--- config.mk ---
export PLATFORM = sky130hd
export DESIGN_NAME = drive_mix_and_launcher_pid_top_flat
export DESIGN_NICKNAME = d
export VERILOG_FILES = /design/src/hdl/dmlp_pkg.sv /design/src/hdl/dmlp_channels.sv /design/src/hdl/dmlp_cfg_regs.sv /design/src/hdl/dmlp_drive_mix.sv /design/src/hdl/dmlp_pid_mac.sv /design/src/hdl/drive_mix_and_launcher_pid_top.sv /design/src/flat_wrapper.sv
export SDC_FILE = /design/constraint.sdc
export NUM_CORES = 1
export LEC_CHECK = 0
export ABC_AREA = 1
export BUFFER_PORTS_ARGS = -buffer_cell sky130_fd_sc_hd__buf_2
export CAP_MARGIN = 10
export CORE_MARGIN = 4
export CORE_UTILIZATION = 45
export CTS_BUF_LIST = sky130_fd_sc_hd__clkbuf_8
export DETAILED_ROUTE_END_ITERATION = 8
export HOLD_SLACK_MARGIN = 0.02
export PLACE_DENSITY = 0.71
export SETUP_SLACK_MARGIN = 0.3
export SLEW_MARGIN = 20
export SYNTH_ARGS = -nofsm -noshare
export SYNTH_HDL_FRONTEND = slang
export SYNTH_SLANG_ARGS = --single-unit
--- constraint.sdc ---
create_clock -name clk -period 9.8 [get_ports clk]
set_input_delay 2.45 -clock clk [delete_from_list [all_inputs] [get_ports clk]]
set_output_delay 2.45 -clock clk [all_outputs]
set_load 0.02 [all_outputs]
--- src/hdl/dmlp_pkg.sv ---
// ----------------------------------------------------------------------------
// dmlp_pkg
// types and constants shared by the drive mix and launcher pid block
// ----------------------------------------------------------------------------
`default_nettype none

package dmlp_pkg;

  localparam int AXIS_W    = 8;
  localparam int DRIVE_W   = 9;
  localparam int SPEED_W   = 16;
  localparam int DB_W      = 7;
  localparam int GAIN_W    = 8;
  localparam int LIM_W     = 7;
  localparam int TGT_W     = 11;
  localparam int GAIN_FRAC = 8;

  localparam int MANUAL_PCT = 100;
  localparam int SLOW_PCT   = 25;

  localparam int RESULT_W = 2 * DRIVE_W + 1 + 2 + SPEED_W + 2;

  // configuration port
  localparam int CFG_IDX_W  = 3;
  localparam int CFG_DATA_W = 16;

  localparam logic [CFG_IDX_W-1:0] REG_DRIVE_DEADBAND = 3'd0;
  localparam logic [CFG_IDX_W-1:0] REG_GAIN_P         = 3'd1;
  localparam logic [CFG_IDX_W-1:0] REG_GAIN_I         = 3'd2;
  localparam logic [CFG_IDX_W-1:0] REG_GAIN_D         = 3'd3;
  localparam logic [CFG_IDX_W-1:0] REG_INTEGRAL_CLAMP = 3'd4;
  localparam logic [CFG_IDX_W-1:0] REG_OUTPUT_CLAMP   = 3'd5;
  localparam logic [CFG_IDX_W-1:0] REG_NEAR_TARGET    = 3'd6;
  localparam logic [CFG_IDX_W-1:0] REG_FAR_TARGET     = 3'd7;

  localparam logic [DB_W-1:0]   RST_DRIVE_DEADBAND = 7'd5;
  localparam logic [GAIN_W-1:0] RST_GAIN_P         = 8'd128;
  localparam logic [GAIN_W-1:0] RST_GAIN_I         = 8'd26;
  localparam logic [GAIN_W-1:0] RST_GAIN_D         = 8'd26;
  localparam logic [LIM_W-1:0]  RST_INTEGRAL_CLAMP = 7'd10;
  localparam logic [LIM_W-1:0]  RST_OUTPUT_CLAMP   = 7'd100;
  localparam logic [TGT_W-1:0]  RST_NEAR_TARGET    = 11'd28;
  localparam logic [TGT_W-1:0]  RST_FAR_TARGET     = 11'd79;

  typedef struct packed {
    logic [DB_W-1:0]   drive_deadband;
    logic [GAIN_W-1:0] gain_p;
    logic [GAIN_W-1:0] gain_i;
    logic [GAIN_W-1:0] gain_d;
    logic [LIM_W-1:0]  integral_clamp;
    logic [LIM_W-1:0]  output_clamp;
    logic [TGT_W-1:0]  near_target_mm;
    logic [TGT_W-1:0]  far_target_mm;
  } cfg_t;

  typedef enum logic [1:0] {
    MODE_MANUAL = 2'd0,
    MODE_NEAR   = 2'd1,
    MODE_FAR    = 2'd2
  } mode_e;

  typedef enum logic [1:0] {
    ACT_STOP = 2'd0,
    ACT_RUN  = 2'd1,
    ACT_KEEP = 2'd2
  } action_e;

  typedef enum logic [1:0] {
    MUL_GI_ERR = 2'd0,
    MUL_GP_ERR = 2'd1,
    MUL_GI_ACC = 2'd2,
    MUL_GD_DER = 2'd3
  } mul_sel_e;

  typedef enum logic [1:0] {
    SUM_HOLD        = 2'd0,
    SUM_LOAD_SCALED = 2'd1,
    SUM_ADD         = 2'd2,
    SUM_ADD_SCALED  = 2'd3
  } sum_op_e;

  typedef struct packed {
    logic     mul_en;
    mul_sel_e mul_sel;
    sum_op_e  sum_op;
  } mac_ctrl_t;

  typedef enum logic [2:0] {
    ST_IDLE     = 3'd0,
    ST_DECIDE   = 3'd1,
    ST_MUL_IACC = 3'd2,
    ST_MUL_P    = 3'd3,
    ST_MUL_I    = 3'd4,
    ST_MUL_D    = 3'd5,
    ST_SUM_D    = 3'd6,
    ST_DONE     = 3'd7
  } state_e;

endpackage

`default_nettype wire

--- src/hdl/dmlp_channels.sv ---
// ----------------------------------------------------------------------------
// dmlp channels
// valid/ready channel interfaces for ticks, results and configuration
// ----------------------------------------------------------------------------
`default_nettype none

interface dmlp_tick_if #(
  parameter int DIST_BITS = 11
);
  logic                                valid;
  logic                                ready;
  logic signed [dmlp_pkg::AXIS_W-1:0]  axis_forward;
  logic signed [dmlp_pkg::AXIS_W-1:0]  axis_turn;
  logic                                btn_intake;
  logic                                btn_fire;
  logic                                btn_up;
  logic                                btn_down;
  logic                                btn_left;
  logic [DIST_BITS-1:0]                distance_mm;

  modport source (
    output valid, axis_forward, axis_turn, btn_intake, btn_fire, btn_up,
           btn_down, btn_left, distance_mm,
    input  ready
  );
  modport sink (
    input  valid, axis_forward, axis_turn, btn_intake, btn_fire, btn_up,
           btn_down, btn_left, distance_mm,
    output ready
  );
endinterface

interface dmlp_result_if;
  logic                                valid;
  logic                                ready;
  logic signed [dmlp_pkg::DRIVE_W-1:0] left_drive;
  logic signed [dmlp_pkg::DRIVE_W-1:0] right_drive;
  logic                                intake_run;
  logic [1:0]                          launcher_action;
  logic signed [dmlp_pkg::SPEED_W-1:0] launcher_speed;
  logic [1:0]                          launcher_mode;

  modport source (
    output valid, left_drive, right_drive, intake_run, launcher_action,
           launcher_speed, launcher_mode,
    input  ready
  );
  modport sink (
    input  valid, left_drive, right_drive, intake_run, launcher_action,
           launcher_speed, launcher_mode,
    output ready
  );
endinterface

interface dmlp_cfg_if;
  logic                              valid;
  logic                              ready;
  logic [dmlp_pkg::CFG_IDX_W-1:0]    index;
  logic [dmlp_pkg::CFG_DATA_W-1:0]   data;

  modport source (output valid, index, data, input ready);
  modport sink   (input valid, index, data, output ready);
endinterface

`default_nettype wire

--- src/hdl/dmlp_cfg_regs.sv ---
// ----------------------------------------------------------------------------
// dmlp_cfg_regs
// configuration register file, written one register per beat
// ----------------------------------------------------------------------------
`default_nettype none

module dmlp_cfg_regs (
  input  logic           clk,
  input  logic           rst,
  dmlp_cfg_if.sink       cfg,
  output dmlp_pkg::cfg_t regs
);
  import dmlp_pkg::*;

  assign cfg.ready = 1'b1;

  always_ff @(posedge clk) begin
    if (rst) begin
      regs.drive_deadband <= RST_DRIVE_DEADBAND;
      regs.gain_p         <= RST_GAIN_P;
      regs.gain_i         <= RST_GAIN_I;
      regs.gain_d         <= RST_GAIN_D;
      regs.integral_clamp <= RST_INTEGRAL_CLAMP;
      regs.output_clamp   <= RST_OUTPUT_CLAMP;
      regs.near_target_mm <= RST_NEAR_TARGET;
      regs.far_target_mm  <= RST_FAR_TARGET;
    end else if (cfg.valid) begin
      // upper data bits beyond a register's width are dropped
      unique case (cfg.index)
        REG_DRIVE_DEADBAND: regs.drive_deadband <= cfg.data[DB_W-1:0];
        REG_GAIN_P:         regs.gain_p         <= cfg.data[GAIN_W-1:0];
        REG_GAIN_I:         regs.gain_i         <= cfg.data[GAIN_W-1:0];
        REG_GAIN_D:         regs.gain_d         <= cfg.data[GAIN_W-1:0];
        REG_INTEGRAL_CLAMP: regs.integral_clamp <= cfg.data[LIM_W-1:0];
        REG_OUTPUT_CLAMP:   regs.output_clamp   <= cfg.data[LIM_W-1:0];
        REG_NEAR_TARGET:    regs.near_target_mm <= cfg.data[TGT_W-1:0];
        REG_FAR_TARGET:     regs.far_target_mm  <= cfg.data[TGT_W-1:0];
      endcase
    end
  end

endmodule

`default_nettype wire

--- src/hdl/dmlp_drive_mix.sv ---
// ----------------------------------------------------------------------------
// dmlp_drive_mix
// arcade mixing of the two stick axes with a magnitude deadband
// ----------------------------------------------------------------------------
`default_nettype none

module dmlp_drive_mix (
  input  logic signed [dmlp_pkg::AXIS_W-1:0]  axis_forward,
  input  logic signed [dmlp_pkg::AXIS_W-1:0]  axis_turn,
  input  logic        [dmlp_pkg::DB_W-1:0]    deadband,
  output logic signed [dmlp_pkg::DRIVE_W-1:0] left_drive,
  output logic signed [dmlp_pkg::DRIVE_W-1:0] right_drive
);
  import dmlp_pkg::*;

  // one extra bit so the magnitude of -256 fits
  localparam int MAG_W = DRIVE_W + 1;

  logic signed [DRIVE_W-1:0] diff;
  logic signed [DRIVE_W-1:0] total;
  logic signed [MAG_W-1:0]   diff_x;
  logic signed [MAG_W-1:0]   total_x;
  logic        [MAG_W-1:0]   diff_mag;
  logic        [MAG_W-1:0]   total_mag;
  logic        [MAG_W-1:0]   db_x;

  assign diff    = DRIVE_W'(axis_forward) - DRIVE_W'(axis_turn);
  assign total   = DRIVE_W'(axis_forward) + DRIVE_W'(axis_turn);
  assign diff_x  = MAG_W'(diff);
  assign total_x = MAG_W'(total);

  assign diff_mag  = diff_x[MAG_W-1]  ? MAG_W'(-diff_x)  : MAG_W'(diff_x);
  assign total_mag = total_x[MAG_W-1] ? MAG_W'(-total_x) : MAG_W'(total_x);
  assign db_x      = MAG_W'(deadband);

  assign left_drive  = (diff_mag  < db_x) ? '0 : diff;
  assign right_drive = (total_mag < db_x) ? '0 : total;

endmodule

`default_nettype wire

--- src/hdl/dmlp_pid_mac.sv ---
// ----------------------------------------------------------------------------
// dmlp_pid_mac
// shared gain multiplier with a registered product and a sum accumulator
// ----------------------------------------------------------------------------
`default_nettype none

module dmlp_pid_mac #(
  parameter int ERR_W     = 12,
  parameter int DER_W     = 13,
  parameter int ACC_W     = 16,
  parameter int FRAC_BITS = 8,
  parameter int SUM_W     = 31
) (
  input  logic                              clk,
  input  dmlp_pkg::mac_ctrl_t               ctrl,
  input  logic        [dmlp_pkg::GAIN_W-1:0] gain_p,
  input  logic        [dmlp_pkg::GAIN_W-1:0] gain_i,
  input  logic        [dmlp_pkg::GAIN_W-1:0] gain_d,
  input  logic signed [ERR_W-1:0]           err,
  input  logic signed [DER_W-1:0]           der,
  input  logic signed [ACC_W-1:0]           acc,
  output logic signed [SUM_W-1:0]           prod_scaled,
  output logic signed [SUM_W-1:0]           sum
);
  import dmlp_pkg::*;

  localparam int OP_W   = (DER_W > ACC_W) ? DER_W : ACC_W;
  localparam int PROD_W = OP_W + GAIN_W + 1;

  logic        [GAIN_W-1:0] gain_sel;
  logic signed [OP_W-1:0]   opnd;
  logic signed [PROD_W-1:0] prod;
  logic signed [SUM_W-1:0]  prod_x;

  always_comb begin
    unique case (ctrl.mul_sel)
      MUL_GI_ERR: begin
        gain_sel = gain_i;
        opnd     = OP_W'(err);
      end
      MUL_GP_ERR: begin
        gain_sel = gain_p;
        opnd     = OP_W'(err);
      end
      MUL_GI_ACC: begin
        gain_sel = gain_i;
        opnd     = OP_W'(acc);
      end
      MUL_GD_DER: begin
        gain_sel = gain_d;
        opnd     = OP_W'(der);
      end
    endcase
  end

  always_ff @(posedge clk) begin
    if (ctrl.mul_en) begin
      prod <= $signed({1'b0, gain_sel}) * opnd;
    end
  end

  assign prod_x      = SUM_W'(prod);
  // error terms carry the Q.FRAC_BITS scale, the integral term already has it
  assign prod_scaled = prod_x <<< FRAC_BITS;

  always_ff @(posedge clk) begin
    unique case (ctrl.sum_op)
      SUM_HOLD:        sum <= sum;
      SUM_LOAD_SCALED: sum <= prod_scaled;
      SUM_ADD:         sum <= sum + prod_x;
      SUM_ADD_SCALED:  sum <= sum + prod_scaled;
    endcase
  end

endmodule

`default_nettype wire

--- src/hdl/drive_mix_and_launcher_pid_top.sv ---
// ----------------------------------------------------------------------------
// drive_mix_and_launcher_pid_top
// per-tick drive mixer, intake control and three-mode launcher pid
// ----------------------------------------------------------------------------
// usage:
//   tick   : one beat per control tick (stick axes, five buttons, distance)
//   result : one beat per tick (drive sides, intake, launcher action, speed,
//            mode after the tick)
//   cfg    : register writes, index 0..7 in the order drive_deadband, gain_p,
//            gain_i, gain_d, integral_clamp, output_clamp, near, far target;
//            always ready, write only while the block is idle
// sequencing:
//   a tick is taken only in the idle state, then the block is busy.
//   stop, manual and mode-switch ticks go from decide straight to done;
//   pid ticks first make four passes through the one shared gain multiplier,
//   each product registered before it is accumulated.
//   a finished result sits in the output register; the next tick is taken
//   meanwhile and its result waits in the done state until the receiver
//   takes the pending beat.
// reset (synchronous, active high): registers back to defaults, manual mode,
//   pid integral and last error cleared, output register empty.
// ----------------------------------------------------------------------------
`default_nettype none

module drive_mix_and_launcher_pid_top #(
  parameter int DIST_BITS = 11,
  parameter int FRAC_BITS = 8
) (
  input  logic          clk,
  input  logic          rst,
  dmlp_cfg_if.sink      cfg,
  dmlp_tick_if.sink     tick,
  dmlp_result_if.source result
);
  import dmlp_pkg::*;

  // compare width covers both the distance and the 11 bit targets
  localparam int CMP_W = ((DIST_BITS > TGT_W) ? DIST_BITS : TGT_W) + 1;
  // pid only runs with distance above target, so error is negative and fits
  localparam int ERR_W = DIST_BITS + 1;
  localparam int DER_W = DIST_BITS + 2;
  // integral is bounded by 127 whole units in Q.FRAC_BITS
  localparam int ACC_W = FRAC_BITS + 8;
  localparam int SUM_W = DIST_BITS + FRAC_BITS + 12;

  localparam logic [SPEED_W-1:0] MANUAL_SPEED = SPEED_W'(MANUAL_PCT * (1 << FRAC_BITS));
  localparam logic [SPEED_W-1:0] SLOW_SPEED   = SPEED_W'(SLOW_PCT * (1 << FRAC_BITS));

  // configuration
  cfg_t cfg_q;

  dmlp_cfg_regs u_cfg (
    .clk  (clk),
    .rst  (rst),
    .cfg  (cfg),
    .regs (cfg_q)
  );

  // sequencer and controller state
  state_e state;
  state_e state_next;
  mode_e  mode;
  mode_e  mode_next;

  logic signed [ERR_W-1:0] last_err;
  logic signed [ACC_W-1:0] acc;

  // tick latched at accept
  logic signed [AXIS_W-1:0] in_fwd;
  logic signed [AXIS_W-1:0] in_turn;
  logic                     in_intake;
  logic                     in_fire;
  logic                     in_up;
  logic                     in_down;
  logic                     in_left;
  logic [DIST_BITS-1:0]     in_dist;

  // decision held for the pid passes and the done state
  logic signed [ERR_W-1:0]  err_r;
  logic signed [DER_W-1:0]  der_r;
  action_e                  act_r;
  logic [SPEED_W-1:0]       speed_r;
  logic                     pid_r;

  // output register
  logic                       out_valid;
  logic signed [DRIVE_W-1:0]  out_left;
  logic signed [DRIVE_W-1:0]  out_right;
  logic                       out_intake;
  logic [1:0]                 out_action;
  logic signed [SPEED_W-1:0]  out_speed;
  logic [1:0]                 out_mode;

  // handshake and datapath control
  logic      in_ready;
  logic      out_load;
  mac_ctrl_t mac_ctrl;

  assign tick.ready = in_ready;

  always_ff @(posedge clk) begin
    if (in_ready && tick.valid) begin
      in_fwd    <= tick.axis_forward;
      in_turn   <= tick.axis_turn;
      in_intake <= tick.btn_intake;
      in_fire   <= tick.btn_fire;
      in_up     <= tick.btn_up;
      in_down   <= tick.btn_down;
      in_left   <= tick.btn_left;
      in_dist   <= tick.distance_mm;
    end
  end

  // mode machine and pid entry, evaluated in the decide state
  logic [TGT_W-1:0]        target;
  logic [CMP_W-1:0]        dist_x;
  logic [CMP_W-1:0]        tgt_x;
  logic signed [CMP_W-1:0] err_full;
  logic signed [ERR_W-1:0] err_w;
  logic signed [DER_W-1:0] der_w;
  action_e                 dec_act;
  logic [SPEED_W-1:0]      dec_speed;
  logic                    pid_go;

  assign target   = (mode == MODE_NEAR) ? cfg_q.near_target_mm : cfg_q.far_target_mm;
  assign dist_x   = CMP_W'(in_dist);
  assign tgt_x    = CMP_W'(target);
  assign err_full = $signed(tgt_x - dist_x);
  assign err_w    = err_full[ERR_W-1:0];
  assign der_w    = DER_W'(err_w) - DER_W'(last_err);

  always_comb begin
    mode_next = mode;
    dec_act   = ACT_STOP;
    dec_speed = '0;
    pid_go    = 1'b0;
    if (mode == MODE_MANUAL) begin
      priority if (in_fire) begin
        dec_act   = ACT_RUN;
        dec_speed = MANUAL_SPEED;
      end else if (in_down) begin
        mode_next = MODE_NEAR;
        dec_act   = ACT_KEEP;
      end else if (in_left) begin
        mode_next = MODE_FAR;
        dec_act   = ACT_KEEP;
      end else begin
        dec_act = ACT_STOP;
      end
    end else begin
      priority if (in_fire) begin
        dec_act   = ACT_RUN;
        dec_speed = SLOW_SPEED;
      end else if (in_up) begin
        mode_next = MODE_MANUAL;
        dec_act   = ACT_KEEP;
      end else if (mode == MODE_NEAR && in_left) begin
        mode_next = MODE_FAR;
        dec_act   = ACT_KEEP;
      end else if (mode == MODE_FAR && in_down) begin
        mode_next = MODE_NEAR;
        dec_act   = ACT_KEEP;
      end else if (dist_x > tgt_x) begin
        // error is strictly negative here, so the zero band never applies
        pid_go  = 1'b1;
        dec_act = ACT_RUN;
      end else begin
        dec_act = ACT_STOP;
      end
    end
  end

  // shared multiplier and accumulator
  logic signed [SUM_W-1:0] prod_scaled;
  logic signed [SUM_W-1:0] mac_sum;

  dmlp_pid_mac #(
    .ERR_W     (ERR_W),
    .DER_W     (DER_W),
    .ACC_W     (ACC_W),
    .FRAC_BITS (FRAC_BITS),
    .SUM_W     (SUM_W)
  ) u_mac (
    .clk         (clk),
    .ctrl        (mac_ctrl),
    .gain_p      (cfg_q.gain_p),
    .gain_i      (cfg_q.gain_i),
    .gain_d      (cfg_q.gain_d),
    .err         (err_r),
    .der         (der_r),
    .acc         (acc),
    .prod_scaled (prod_scaled),
    .sum         (mac_sum)
  );

  // integral update: acc + floor(gain_i * err * one / 256), then clamp
  logic signed [SUM_W-1:0] acc_sum;
  logic signed [SUM_W-1:0] ilim;
  logic signed [SUM_W-1:0] acc_clamped;

  assign acc_sum = SUM_W'(acc) + (prod_scaled >>> GAIN_FRAC);
  assign ilim    = $signed(SUM_W'(cfg_q.integral_clamp) << FRAC_BITS);

  always_comb begin
    priority if (acc_sum > ilim) begin
      acc_clamped = ilim;
    end else if (acc_sum < -ilim) begin
      acc_clamped = -ilim;
    end else begin
      acc_clamped = acc_sum;
    end
  end

  // pid output: floor shift of the exact sum, then clamp
  logic signed [SUM_W-1:0] sum_q;
  logic signed [SUM_W-1:0] olim;
  logic signed [SUM_W-1:0] sum_clamped;
  logic [SPEED_W-1:0]      pid_speed;

  assign sum_q = mac_sum >>> GAIN_FRAC;
  assign olim  = $signed(SUM_W'(cfg_q.output_clamp) << FRAC_BITS);

  always_comb begin
    priority if (sum_q > olim) begin
      sum_clamped = olim;
    end else if (sum_q < -olim) begin
      sum_clamped = -olim;
    end else begin
      sum_clamped = sum_q;
    end
  end

  assign pid_speed = sum_clamped[SPEED_W-1:0];

  // drive mixing from the latched axes
  logic signed [DRIVE_W-1:0] mix_left;
  logic signed [DRIVE_W-1:0] mix_right;

  dmlp_drive_mix u_mix (
    .axis_forward (in_fwd),
    .axis_turn    (in_turn),
    .deadband     (cfg_q.drive_deadband),
    .left_drive   (mix_left),
    .right_drive  (mix_right)
  );

  // sequencer
  always_ff @(posedge clk) begin
    if (rst) begin
      state <= ST_IDLE;
    end else begin
      state <= state_next;
    end
  end

  always_comb begin
    state_next       = state;
    in_ready         = 1'b0;
    out_load         = 1'b0;
    mac_ctrl.mul_en  = 1'b0;
    mac_ctrl.mul_sel = MUL_GI_ERR;
    mac_ctrl.sum_op  = SUM_HOLD;
    unique case (state)
      ST_IDLE: begin
        in_ready = 1'b1;
        if (tick.valid) begin
          state_next = ST_DECIDE;
        end
      end
      ST_DECIDE: begin
        state_next = pid_go ? ST_MUL_IACC : ST_DONE;
      end
      ST_MUL_IACC: begin
        mac_ctrl.mul_en  = 1'b1;
        mac_ctrl.mul_sel = MUL_GI_ERR;
        state_next       = ST_MUL_P;
      end
      ST_MUL_P: begin
        // integral is written this cycle from gain_i * err
        mac_ctrl.mul_en  = 1'b1;
        mac_ctrl.mul_sel = MUL_GP_ERR;
        state_next       = ST_MUL_I;
      end
      ST_MUL_I: begin
        mac_ctrl.mul_en  = 1'b1;
        mac_ctrl.mul_sel = MUL_GI_ACC;
        mac_ctrl.sum_op  = SUM_LOAD_SCALED;
        state_next       = ST_MUL_D;
      end
      ST_MUL_D: begin
        mac_ctrl.mul_en  = 1'b1;
        mac_ctrl.mul_sel = MUL_GD_DER;
        mac_ctrl.sum_op  = SUM_ADD;
        state_next       = ST_SUM_D;
      end
      ST_SUM_D: begin
        mac_ctrl.sum_op = SUM_ADD_SCALED;
        state_next      = ST_DONE;
      end
      ST_DONE: begin
        // hold here while the previous result is still pending
        if (!out_valid || result.ready) begin
          out_load   = 1'b1;
          state_next = ST_IDLE;
        end
      end
    endcase
  end

  // controller state
  always_ff @(posedge clk) begin
    if (rst) begin
      mode     <= MODE_MANUAL;
      last_err <= '0;
      acc      <= '0;
    end else begin
      if (state == ST_DECIDE) begin
        mode <= mode_next;
      end
      if (state == ST_MUL_P) begin
        acc      <= acc_clamped[ACC_W-1:0];
        last_err <= err_r;
      end
    end
  end

  always_ff @(posedge clk) begin
    if (state == ST_DECIDE) begin
      err_r   <= err_w;
      der_r   <= der_w;
      act_r   <= dec_act;
      speed_r <= dec_speed;
      pid_r   <= pid_go;
    end
  end

  // output register
  always_ff @(posedge clk) begin
    if (rst) begin
      out_valid <= 1'b0;
    end else if (out_load) begin
      out_valid <= 1'b1;
    end else if (result.ready) begin
      out_valid <= 1'b0;
    end
  end

  always_ff @(posedge clk) begin
    if (out_load) begin
      out_left   <= mix_left;
      out_right  <= mix_right;
      out_intake <= in_intake;
      out_action <= act_r;
      out_speed  <= pid_r ? pid_speed : speed_r;
      out_mode   <= mode;
    end
  end

  assign result.valid           = out_valid;
  assign result.left_drive      = out_left;
  assign result.right_drive     = out_right;
  assign result.intake_run      = out_intake;
  assign result.launcher_action = out_action;
  assign result.launcher_speed  = out_speed;
  assign result.launcher_mode   = out_mode;

endmodule

`default_nettype wire

--- src/flat_wrapper.sv ---
// flat-port wrapper written by rule: the top's interface ports become plain ports
module drive_mix_and_launcher_pid_top_flat import dmlp_pkg::*;
#(
  parameter int DIST_BITS = 11,
  parameter int FRAC_BITS = 8
)
  (clk, rst, cfg_valid, cfg_index, cfg_data, cfg_ready, tick_valid, tick_axis_forward, tick_axis_turn, tick_btn_intake, tick_btn_fire, tick_btn_up, tick_btn_down, tick_btn_left, tick_distance_mm, tick_ready, result_valid, result_left_drive, result_right_drive, result_intake_run, result_launcher_action, result_launcher_speed, result_launcher_mode, result_ready);
  dmlp_cfg_if cfg_i ();
  dmlp_tick_if #(.DIST_BITS(DIST_BITS)) tick_i ();
  dmlp_result_if result_i ();
  input  logic clk;
  input  logic rst;
  input wire logic [$bits(cfg_i.valid)-1:0] cfg_valid;
  input wire logic [$bits(cfg_i.index)-1:0] cfg_index;
  input wire logic [$bits(cfg_i.data)-1:0] cfg_data;
  output wire logic [$bits(cfg_i.ready)-1:0] cfg_ready;
  input wire logic [$bits(tick_i.valid)-1:0] tick_valid;
  input wire logic [$bits(tick_i.axis_forward)-1:0] tick_axis_forward;
  input wire logic [$bits(tick_i.axis_turn)-1:0] tick_axis_turn;
  input wire logic [$bits(tick_i.btn_intake)-1:0] tick_btn_intake;
  input wire logic [$bits(tick_i.btn_fire)-1:0] tick_btn_fire;
  input wire logic [$bits(tick_i.btn_up)-1:0] tick_btn_up;
  input wire logic [$bits(tick_i.btn_down)-1:0] tick_btn_down;
  input wire logic [$bits(tick_i.btn_left)-1:0] tick_btn_left;
  input wire logic [$bits(tick_i.distance_mm)-1:0] tick_distance_mm;
  output wire logic [$bits(tick_i.ready)-1:0] tick_ready;
  output wire logic [$bits(result_i.valid)-1:0] result_valid;
  output wire logic [$bits(result_i.left_drive)-1:0] result_left_drive;
  output wire logic [$bits(result_i.right_drive)-1:0] result_right_drive;
  output wire logic [$bits(result_i.intake_run)-1:0] result_intake_run;
  output wire logic [$bits(result_i.launcher_action)-1:0] result_launcher_action;
  output wire logic [$bits(result_i.launcher_speed)-1:0] result_launcher_speed;
  output wire logic [$bits(result_i.launcher_mode)-1:0] result_launcher_mode;
  input wire logic [$bits(result_i.ready)-1:0] result_ready;
  assign cfg_i.valid = cfg_valid;
  assign cfg_i.index = cfg_index;
  assign cfg_i.data = cfg_data;
  assign cfg_ready = cfg_i.ready;
  assign tick_i.valid = tick_valid;
  assign tick_i.axis_forward = tick_axis_forward;
  assign tick_i.axis_turn = tick_axis_turn;
  assign tick_i.btn_intake = tick_btn_intake;
  assign tick_i.btn_fire = tick_btn_fire;
  assign tick_i.btn_up = tick_btn_up;
  assign tick_i.btn_down = tick_btn_down;
  assign tick_i.btn_left = tick_btn_left;
  assign tick_i.distance_mm = tick_distance_mm;
  assign tick_ready = tick_i.ready;
  assign result_valid = result_i.valid;
  assign result_left_drive = result_i.left_drive;
  assign result_right_drive = result_i.right_drive;
  assign result_intake_run = result_i.intake_run;
  assign result_launcher_action = result_i.launcher_action;
  assign result_launcher_speed = result_i.launcher_speed;
  assign result_launcher_mode = result_i.launcher_mode;
  assign result_i.ready = result_ready;
  drive_mix_and_launcher_pid_top #(.DIST_BITS(DIST_BITS), .FRAC_BITS(FRAC_BITS)) u_core (.clk(clk), .rst(rst), .cfg(cfg_i), .tick(tick_i), .result(result_i));
endmodule
Word-level counts from Yosys, hierarchy flattened
Index checks and enable logic that the tools add are counted.
{ "totals": {"regBits": 272, "input_bits": 56, "out_inout_bits": 42, "elab_cells": 151} }
{ "classes": {"add_sub_neg": 11, "n_mul": 1, "magnitude_cmp": 7, "eq_ne": 25, "n_mux": 48, "bitwise": 1, "n_reduce_logical": 24} }
{ "op_table": {"columns": ["operator", "n"], "rows": [
  ["two-way mux 16 bit", 6],
  ["case mux 31 bit (3 select lines)", 1],
  ["negator 15 -> 31 bit", 2],
  ["case mux 16 bit (3 select lines)", 1],
  ["two-way mux 2 bit", 16],
  ["adder 31 x 25 -> 31 bit", 1],
  ["adder 31 bit", 1],
  ["< comparator 23 x 31 -> 1 bit", 1],
  ["< comparator 24 x 31 -> 1 bit", 1],
  ["multiplier 9 x 16 -> 25 bit", 1],
  ["adder 16 x 23 -> 24 bit", 1],
  ["== test 3 bit, second input constant", 8],
  ["> comparator 24 x 16 -> 1 bit", 1],
  ["case mux 3 bit (8 select lines)", 1],
  ["case mux 8 bit (3 select lines)", 1],
  ["> comparator 23 x 16 -> 1 bit", 1],
  ["< comparator 10 x 7 -> 1 bit", 2],
  ["two-way mux 10 bit", 2],
  ["negator 9 -> 10 bit", 2],
  ["AND reduction 2 bit", 9],
  ["two-way mux 15 bit", 1],
  ["two-way mux 13 bit", 1],
  ["subtractor 12 x 12 -> 13 bit", 1],
  ["== test 3 x 2 -> 1 bit, second input constant", 4],
  ["25 further kinds", 51]
]} }

Logic depth before layout (Yosys ltp)
Gate-level depths: netlist of run 1.
{ "depth": {"ltp_word": 11, "ltp_mapped": 32, "ltp_nobuf": 30} }

By module
From an unflattened synthesis of run 1, not the netlist that was laid out.
{ "hier_totals": {"hier_cells": 3388, "area_unflattened_um2": 24613.6} }
{ "by_module_without_submodules": {"columns": ["mod", "n_inst", "cells_each", "area_each_um2", "seq_area_each_um2"], "rows": [
  ["dmlp_pid_mac", 1, 1664, 11358.4, 1681.6],
  ["drive_mix_and_launcher_pid_top", 1, 1044, 8948.6, 3713.6],
  ["dmlp_cfg_regs", 1, 375, 2603.7, 1341.3],
  ["dmlp_drive_mix", 1, 305, 1702.9, 0.0]
]} }

Worst setup path before layout of run 1
OpenSTA, ideal clock, no wires.
{ "synth_path": {"path_type": "register -> register", "startpoint": "register u_core.state[2]", "endpoint": "register u_core.u_mac.prod[20], data pin", "setup_ns": 0.265, "t_arrival_ns": 5.438, "required_time_ns": 9.535, "path_slack_ns": 4.097, "path_stages_with_launch": 26, "n_path_buf": 2, "period_less_slack_ns": 5.703, "cell_sequence": "dfxtp_1 inv_1 nor2_2 clkbuf_1 a22oi_1 nand2_1 clkbuf_1 nand2_1 fa_1 inv_1 fa_1 inv_1 fa_1 fa_1 inv_1 ha_1 a21o_1 nand2_1 nand2_1 nand2_1 o211ai_1 a31oi_1 o21ai_0 a21boi_0 o21ai_0 xor2_1"} }
{ "synth_via": {"elab_chain_cells": 6, "elab_cells_between_ends": 14} }
{ "synth_lines": {"columns": ["element", "line", "rtl"], "rows": [
  ["from (decl)", "drive_mix_and_launcher_pid_top.sv:60", "state_e state;"],
  ["from (signal assigned)", "drive_mix_and_launcher_pid_top.sv:252", "state <= state_next;"],
  ["== test 3 bit or == test 3 x 2 -> 1 bit (tied branches)", "drive_mix_and_launcher_pid_top.sv:263", "unique case (state)"],
  ["case mux 3 bit (4 select lines) (*)", "drive_mix_and_launcher_pid_top.sv:263", null],
  ["== test 2 bit (tied with other cells)", "dmlp_pid_mac.sv:36", "unique case (ctrl.mul_sel)"],
  ["OR reduction 2 bit (no source line)", null, null],
  ["case mux 8 bit (3 select lines) or case mux 16 bit (3 select lines) (tied branches)", "dmlp_pid_mac.sv:36", null],
  ["multiplier 9 x 16 -> 25 bit (*)", "dmlp_pid_mac.sv:58", "prod <= $signed({1'b0, gain_sel}) * opnd;"],
  ["to (signal assigned)", "dmlp_pid_mac.sv:58", null],
  ["to (decl)", "dmlp_pid_mac.sv:32", "logic signed [PROD_W-1:0] prod;"]
]} }
Every way passes the cells marked *; elsewhere a longest branch is shown, timed or not.
A chain may end at the register's enable or synchronous reset.

Worst setup path in the final report of run 1
{ "layout_path": {"startpoint": "register u_core.state[1]", "endpoint": "register u_core.u_mac.prod[24], data pin"} }
Same word-level chain as after synthesis.

==> flow_summary.ini, run 1 <==
[route]
drt_drc_violations_left = 0
wl_per_cell_um = 15.6
routed_wirelength_mm = 58.2
via_per_inst = 5.20
dr.pass1.iters = 5
route.vias.total = 19300
drt-initial-drc-count = 1411
antenna_left = 0

[power]
pwr-share-comb_pct = 56.2
totalPowerFinal_mw = 5.81
cell_internal_pwr_mw = 3.19
power.share.clock_pct = 17.6
power.switching_fraction_pct = 45.1
power_density_normalized_to_cell_area_mw_per_mm2 = 234
pwr-share-seq_pct = 26.2
peakVddDrop_uv = 194
leakage_power_summed_over_all_cells_nw = 12.0
net-switching-power_mw = 2.62

[hold_path]
min_delay_worst_endpoint = u_core.result.launcher_action[0]
hold_path_class = flop to flop
hp-start = u_core.act_r[0]
min_path_cells = 0

[clock_tree]
cts_post_setup_buffers_inserted = 0
cts_made_buffers = 45
clock_sinks = 258
max-clock-path-buffers = 3
tritoncts = done
clock_transition_time_at_the_flip_flop_clock_pins_of_the_worst_setup_and_hold_paths_ps = 60
clkLatencyLatePin_ps = 600
cts_repair_resize_count = 0
ctsHoldBuffers = 0
clock_tree.htree_level_count = 2
ctsRootBufferMaster = sky130_fd_sc_hd__clkbuf_8

[layout]
area.sequential_mm2 = 0.00674
multi_input_comb_area_mm2 = 0.0140
finish.net_count = 3419
flow.area_growth_from_synthesis_pct = 9.14
fillCellCount = 4935
antenna_cells = 0
post_route_cells_drive_above_1_share_pct = 8.98

[synth]
synth_top_family_by_area = adder cells
yosys-mux-area-fraction_pct = 0.0440
postSynthNetCount = 3329
synth_enable_flop_cells = 157
synth.yosys.warnings = 0
postSynthCellCount = 2923
synth.largest_area_cell = sky130_fd_sc_hd__edfxtp_1
synth-compound-area-share_pct = 13.2
seq_area_frac_synth_pct = 29.6
yosysTopAreaCellShare_pct = 20.7
post_synth_xor_area_fraction_pct = 3.72
post_synth_fa_ha_maj_area_fraction_pct = 22.9
synthSimpleGateAreaFrac_pct = 21.4
synthFlopType = sky130_fd_sc_hd__edfxtp_1
postSynthAreaPerCell_um2 = 7.78
post_synth_instance_area_mm2 = 0.0227
yosys_register_bits = 258
synth_top_area_cells = sky130_fd_sc_hd__edfxtp_1 21%, sky130_fd_sc_hd__ha_1 13%, sky130_fd_sc_hd__nand2_1 10%
synth.distinct_cells = 60
asyncSetResetFlopFracSynth_pct = 0

[die]
floorplan.die_area_mm2 = 0.0542
fp.dieW_um = 233
chipHeight_um = 233
initial_cell_density_of_the_core_pct = 45.4
floorplan.io_pins = 98
core_region_area_mm2 = 0.0501
floorplan.rows = 82

[global_route]
grtUsageTotal_pct = 21.4
grt_first_pass_wirelength_mm = 93.8
grt_start_max_net_pins = 85
antenna_found_initial = 0
grt_overflow_total = 0
first_global_vias = 18200

[timing]
final_min_period_over_clock_period_pct = 70.9
hold_ws_ps = 430
worst_slew_pin_slew_ps = 998
setup-tns-final_ps = 0
maxSlewHeadroom_pct = 33.3
period_needed_ps = 6950
report.final.slew_viol_count = 0
hold_viol = 0
maxClockFrequency_mhz = 144
final-setup-viol-count = 0
rsz0062_at_grt = false
fin_worst_skew_ps = 24.4

[worst_setup_path]
worst_ep_required_time_ps = 10140
worst_ep_arrival_time_ps = 7290
end_kind = flop
cp_max_fo = 22
worst_setup_path_start_kind = flop
worst_r2r_path_depth = 25
rr_endpoint = u_core.u_mac.prod[24]
criticalPathCategory = flop to flop
r2r-start = u_core.state[1]
timing.reg2reg.setup_slack_ps = 2850

[run_status]
outcome = finished clean

[job]
maxCapViolations = 0

[placed_design]
place.detailed.hpwl_mm = 45.8
gp_routability_congestion = 0.924
place.port_buffers = 91
## logic make-up after synthesis
family                     Yosys count
AOI/OAI and AO/OA                  523
xor gates and xnor gates            93
adders and majority gates          350
buffers and inverters              543
DFF                                258
muxes                                1
other                                1
and+or+nand+nor                   1154
## layer usage
layer,part of all wire (%),global-route usage [%],up-vias
li1,-,-,9749
met5,0,0,-
met1,46,30.4,8944
met4,2.6,6.13,0
met2,45,34.0,557
met3,6.0,3.11,93
## power by group through the flow
| stage | sequential (mW) | clock [mW] | combinational (mW) |
|---|---|---|---|
| global placement | 1.54 | 0 | 3.20 |
| CTS | 1.52 | 1.04 | 3.27 |
| finish | 1.52 | 1.02 | 3.26 |
| global route | 1.53 | 1.09 | 3.78 |
| detailed placement | 1.54 | 0 | 3.25 |
| floorplan | 1.48 | 0 | 2.56 |
## cells in the final DEF, fill, tap and decap left out, types with 6 or more instances in the layout
| master | count |
|---|---|
| sky130_fd_sc_hd__nand3_1 | 132 |
| sky130_fd_sc_hd__nand2_2 | 12 |
| sky130_fd_sc_hd__nand3_2 | 7 |
| sky130_fd_sc_hd__nor3_1 | 22 |
| sky130_fd_sc_hd__nor2_1 | 283 |
| sky130_fd_sc_hd__inv_1 | 480 |
| sky130_fd_sc_hd__dfxtp_1 | 101 |
| sky130_fd_sc_hd__clkbuf_8 | 51 |
| sky130_fd_sc_hd__nand2_1 | 608 |
| sky130_fd_sc_hd__fa_1 | 109 |
| sky130_fd_sc_hd__o211ai_1 | 26 |
| sky130_fd_sc_hd__nor2_2 | 18 |
| sky130_fd_sc_hd__a31oi_1 | 26 |
| sky130_fd_sc_hd__edfxtp_1 | 157 |
| sky130_fd_sc_hd__ha_1 | 241 |
| sky130_fd_sc_hd__buf_2 | 91 |
| sky130_fd_sc_hd__or2_2 | 14 |
| sky130_fd_sc_hd__a21oi_1 | 215 |
| sky130_fd_sc_hd__buf_4 | 9 |
| sky130_fd_sc_hd__a21oi_2 | 14 |
| sky130_fd_sc_hd__o21ai_0 | 148 |
| sky130_fd_sc_hd__o21ai_1 | 18 |
| sky130_fd_sc_hd__o21bai_1 | 10 |
| sky130_fd_sc_hd__o221ai_1 | 6 |
| sky130_fd_sc_hd__a22oi_1 | 7 |
| sky130_fd_sc_hd__nand4_1 | 22 |
| sky130_fd_sc_hd__o21a_1 | 11 |
| sky130_fd_sc_hd__nor4_1 | 11 |
| sky130_fd_sc_hd__a21o_1 | 15 |
| sky130_fd_sc_hd__xor2_1 | 64 |
| sky130_fd_sc_hd__inv_2 | 24 |
| sky130_fd_sc_hd__xnor2_1 | 25 |
| sky130_fd_sc_hd__nand3b_1 | 6 |
## synth_stat cells (5+ instances only)
master / count
sky130_fd_sc_hd__inv_2: 23
sky130_fd_sc_hd__o21a_1: 11
sky130_fd_sc_hd__buf_2: 10
sky130_fd_sc_hd__clkbuf_1: 43
sky130_fd_sc_hd__edfxtp_1: 157
sky130_fd_sc_hd__ha_1: 241
sky130_fd_sc_hd__nor3_1: 23
sky130_fd_sc_hd__nor2_2: 18
sky130_fd_sc_hd__o21ai_0: 148
sky130_fd_sc_hd__a21oi_2: 13
sky130_fd_sc_hd__dfxtp_1: 101
sky130_fd_sc_hd__a21o_1: 15
sky130_fd_sc_hd__nand3b_1: 6
sky130_fd_sc_hd__xnor2_1: 25
sky130_fd_sc_hd__o211ai_1: 26
sky130_fd_sc_hd__o21bai_1: 10
sky130_fd_sc_hd__fa_1: 109
sky130_fd_sc_hd__or2_2: 14
sky130_fd_sc_hd__nor4_1: 11
sky130_fd_sc_hd__a21oi_1: 216
sky130_fd_sc_hd__o221ai_1: 6
sky130_fd_sc_hd__nand4_1: 22
sky130_fd_sc_hd__a31oi_1: 26
sky130_fd_sc_hd__nand2_1: 608
sky130_fd_sc_hd__inv_1: 460
sky130_fd_sc_hd__xor2_1: 64
sky130_fd_sc_hd__nand3_1: 132
sky130_fd_sc_hd__nand2_2: 12
sky130_fd_sc_hd__a21boi_0: 5
sky130_fd_sc_hd__a22oi_1: 7
sky130_fd_sc_hd__nor2_1: 285
sky130_fd_sc_hd__nand3_2: 7
sky130_fd_sc_hd__o21ai_1: 18
## worst max-delay path by stage
stage	start	end	slack, ps	cells after the start
after floorplan	u_core.state[2]	u_core.u_mac.prod[20]	4100	25
after global placement	u_core.state[1]	u_core.u_mac.prod[24]	2890	25
after detailed placement	u_core.state[1]	u_core.u_mac.prod[24]	2830	25
after CTS	u_core.state[1]	u_core.u_mac.prod[24]	2800	25
after global routing	u_core.state[1]	u_core.u_mac.prod[24]	2280	25
final	u_core.state[1]	u_core.u_mac.prod[24]	2850	25
## worst max-delay path, stage by stage, from the launching register on
cell and delay [ps]:
sky130_fd_sc_hd__dfxtp_1 480, sky130_fd_sc_hd__inv_1 130, sky130_fd_sc_hd__nand2_1 170, sky130_fd_sc_hd__nor2_2 50
sky130_fd_sc_hd__inv_1 50, sky130_fd_sc_hd__buf_4 320, sky130_fd_sc_hd__nand2_1 170, sky130_fd_sc_hd__inv_2 360
sky130_fd_sc_hd__a22oi_1 120, sky130_fd_sc_hd__nand2_1 470, sky130_fd_sc_hd__inv_1 210, sky130_fd_sc_hd__nor2_1 270
sky130_fd_sc_hd__fa_1 520, sky130_fd_sc_hd__inv_1 240, sky130_fd_sc_hd__fa_1 570, sky130_fd_sc_hd__fa_1 540
sky130_fd_sc_hd__fa_1 540, sky130_fd_sc_hd__inv_1 40, sky130_fd_sc_hd__ha_1 340, sky130_fd_sc_hd__nand2_1 110
sky130_fd_sc_hd__nor4_1 410, sky130_fd_sc_hd__nand4_1 140, sky130_fd_sc_hd__nand3_1 180, sky130_fd_sc_hd__nand3_1 90
sky130_fd_sc_hd__nand2_1 80, sky130_fd_sc_hd__xor2_1 70
## through the flow
step | utilization (%) | instances | setup WS (ps) | cell area, um2
after floorplan | - | 2923 | 4100 | 22700
after global placement | 47.7 | 3638 | 2890 | 23900
after detailed placement | 47.7 | 3638 | 2830 | 23900
after CTS | 49.6 | 3722 | 2800 | 24800
after global routing | 49.6 | 3722 | 2280 | 24800
final | 49.6 | 3722 | 2850 | 24800
## sequential cells by signal, summed over array words and instances (netlist names), 9 cells and up
name,flops
u_core.acc,16
u_core.der_r,13
u_core.err_r,12
u_core.in_dist,11
u_core.last_err,12
u_core.result.launcher_speed,16
u_core.result.left_drive,9
u_core.result.right_drive,9
u_core.u_cfg.regs,67
u_core.u_mac.prod,25
u_core.u_mac.sum,31
## cell type report
type                            count  share of cell area [%]
Tap cell                          672                    3.39
Clock buffer                       51                    2.83
Sequential cell                   258                    27.2
Timing Repair Buffer              100                    2.11
Inverter                          486                    7.36
Multi-Input combinational cell   2122                    56.3
Clock inverter                     33                   0.908
No activity file was read; power rests on OpenSTA's default activity.
==> inputs of run 2 (changes only) <==
--- a/config.mk
+++ b/config.mk
@@ -13,7 +13,7 @@
 export CTS_BUF_LIST = sky130_fd_sc_hd__clkbuf_8
 export DETAILED_ROUTE_END_ITERATION = 8
 export HOLD_SLACK_MARGIN = 0.02
-export PLACE_DENSITY = 0.71
+export PLACE_DENSITY = 0.74
 export SETUP_SLACK_MARGIN = 0.3
 export SLEW_MARGIN = 20
 export SYNTH_ARGS = -nofsm -noshare
==> constraint.sdc (replaced) <==
create_clock -name clk -period 6.2 [get_ports clk]
set_input_delay 1.55 -clock clk [delete_from_list [all_inputs] [get_ports clk]]
set_output_delay 1.55 -clock clk [all_outputs]
set_load 0.02 [all_outputs]
==> run 2 against run 1 <==
Against the previous run: utilization increased by 1.1 points; routed wire length up 2.0%; worst setup slack got worse by 2300 ps; critical path depth grew 3; via count increased by 1.8%; first-iteration DRC count increased by 2.3%; power up 66%; largest power group unchanged.
==> flow_summary.ini, run 2 (synthesis gave the netlist of run 1 again) <==
[run_status]
outcome = finished clean

[route]
met3_length_mm = 4.11
drt-initial-drc-count = 1444
detail_route.wirelength.met1_mm = 26.5
drt_drc_violations_left = 0
via_per_inst = 5.21
top_layer_used = met4
wl_per_cell_um = 15.7
antenna_left = 0
route.vias.total = 19700
wl_met2_mm = 26.8
routed_wirelength_mm = 59.4
dr.pass1.iters = 6

[timing]
fin_worst_skew_ps = 26.8
rsz0062_at_grt = false
hold_viol = 0
final-setup-viol-count = 0
worst_slew_pin_slew_ps = 895
period_needed_ps = 5620
maxSlewHeadroom_pct = 40.2
setup-tns-final_ps = 0
final_min_period_over_clock_period_pct = 90.7
maxClockFrequency_mhz = 178
report.final.slew_viol_count = 0

[die]
fp.dieW_um = 233
initial_cell_density_of_the_core_pct = 45.4
floorplan.die_area_mm2 = 0.0542
core_region_area_mm2 = 0.0501
floorplan.io_pins = 98
floorplan.rows = 82
chipHeight_um = 233

[hold_path]
hold_path_class = flop to flop

[power]
pwr-share-comb_pct = 57.7
power.share.clock_pct = 17.3
pwr-share-seq_pct = 25.0
net-switching-power_mw = 4.30
peakVddDrop_uv = 279
power_density_normalized_to_cell_area_mw_per_mm2 = 380
leakage_power_summed_over_all_cells_nw = 12.2
cell_internal_pwr_mw = 5.33
power.switching_fraction_pct = 44.6

[layout]
stdcell_area_mm2 = 0.0254
largest_reg_flops = 67
final_core_utilization_pct = 50.7
post_route_cells_drive_above_1_share_pct = 11.7
flow.area_growth_from_synthesis_pct = 11.6
biggestRegsByFlops = u_core.u_cfg.regs x67, u_core.u_mac.sum x31, u_core.u_mac.prod x25
layout_common_cells = 602 x sky130_fd_sc_hd__nand2_1, 467 x sky130_fd_sc_hd__inv_1, 279 x sky130_fd_sc_hd__nor2_1
most_common_cell_after_layout_fill_and_taps_aside = sky130_fd_sc_hd__nand2_1
multi_input_comb_area_mm2 = 0.0141
largest_register = u_core.u_cfg.regs
antenna_cells = 0
fillCellCount = 4793
finish.net_count = 3471
area.sequential_mm2 = 0.00674

[worst_setup_path]
worst_setup_path_start_kind = flop
worst_ep_arrival_time_ps = 5950
criticalPathCategory = flop to flop
cp_max_fo = 11
worst_path_largest_cell_delay_ps = 550
end_kind = flop
cpMaxStageDelayCell = sky130_fd_sc_hd__fa_1
worstPathBufferInverterCount = 7
crit_family = adder cells
worst_ep_required_time_ps = 6530

[global_route]
grt_overflow_total = 0
grt_first_pass_wirelength_mm = 95.8
grtUsageTotal_pct = 21.7
first_global_vias = 18800
grt_start_max_net_pins = 85
antenna_found_initial = 0

[clock_tree]
clock_tree.htree_level_count = 2
clock_sinks = 258
clkLatencyLatePin_ps = 590
cts_made_buffers = 46
ctsRootBufferMaster = sky130_fd_sc_hd__clkbuf_8
tritoncts = done
max-clock-path-buffers = 3
clock_transition_time_at_the_flip_flop_clock_pins_of_the_worst_setup_and_hold_paths_ps = 60

[placed_design]
place.detailed.hpwl_mm = 46.3
place.port_buffers = 91
gp_routability_congestion = 0.935
place_area_mm2 = 0.0241

[job]
maxCapViolations = 0
[run 2: power by group through the flow]
stage / Sequential [mW] / Clock [mW] / Combinational [mW]
2_1_floorplan: 2.33 / 0 / 4.05
3_3_place_gp: 2.44 / 0 / 5.23
3_5_place_dp: 2.44 / 0 / 5.33
4_1_cts: 2.40 / 1.68 / 5.40
5_1_grt: 2.42 / 1.77 / 6.38
6_report: 2.41 / 1.66 / 5.56
[run 2: final timing paths]
path                                 startpoint                                to  slack [ps]  cells after the start
worst max-delay path            u_core.state[1]             u_core.u_mac.prod[20]         580                     28
worst max register to register  u_core.state[1]             u_core.u_mac.prod[20]         580                     28
worst min-delay path            u_core.act_r[0]  u_core.result.launcher_action[0]         430                      0
worst min register to register  u_core.act_r[0]  u_core.result.launcher_action[0]         430                      0
[run 2: cell type report]
class                           instances  share of cell area [%]
Multi-Input combinational cell       2122                    55.4
Tap cell                              672                    3.31
Inverter                              486                    7.27
Clock buffer                           49                    2.66
Sequential cell                       258                    26.6
Clock inverter                         37                    1.12
Timing Repair inverter                  2                  0.0542
Timing Repair Buffer                  149                    3.66
[run 2: worst reg2reg max path: cells and delay by family, from the launching register on]
kind | cells | cell delay [ps]
fa+ha+maj | 5 | 2300
compound gates | 7 | 1090
simple gates | 8 | 740
buf+inv | 7 | 740
flops | 1 | 340
xor+xnor | 1 | 160
[run 2: metrics by stage]
step	setup slack [ps]	hold WS, ps	instances	power (mW)
finish	576	427	3775	9.63
floorplan	497	400	2923	6.38
global placement	81.1	402	3671	7.67
detailed placement	18.5	418	3671	7.77
CTS	301	430	3762	9.48
global route	276	449	3775	10.6
[run 2: what timing repair did]
item                                   CTS  global route
endpoints found under the hold margin    0             0
setup endpoints to repair                7            10
resized for setup                       12            45
pin swaps                                0             7
setup buffers                            5            10
cloned                                   0             3
hold buffers                             0             0
[run 2: routing by layer]
layer | up-vias | global-route usage [%]
met5 | - | 0
met4 | 0 | 6.33
met3 | 133 | 3.22
met2 | 630 | 35.0
met1 | 9037 | 30.3
li1 | 9885 | -
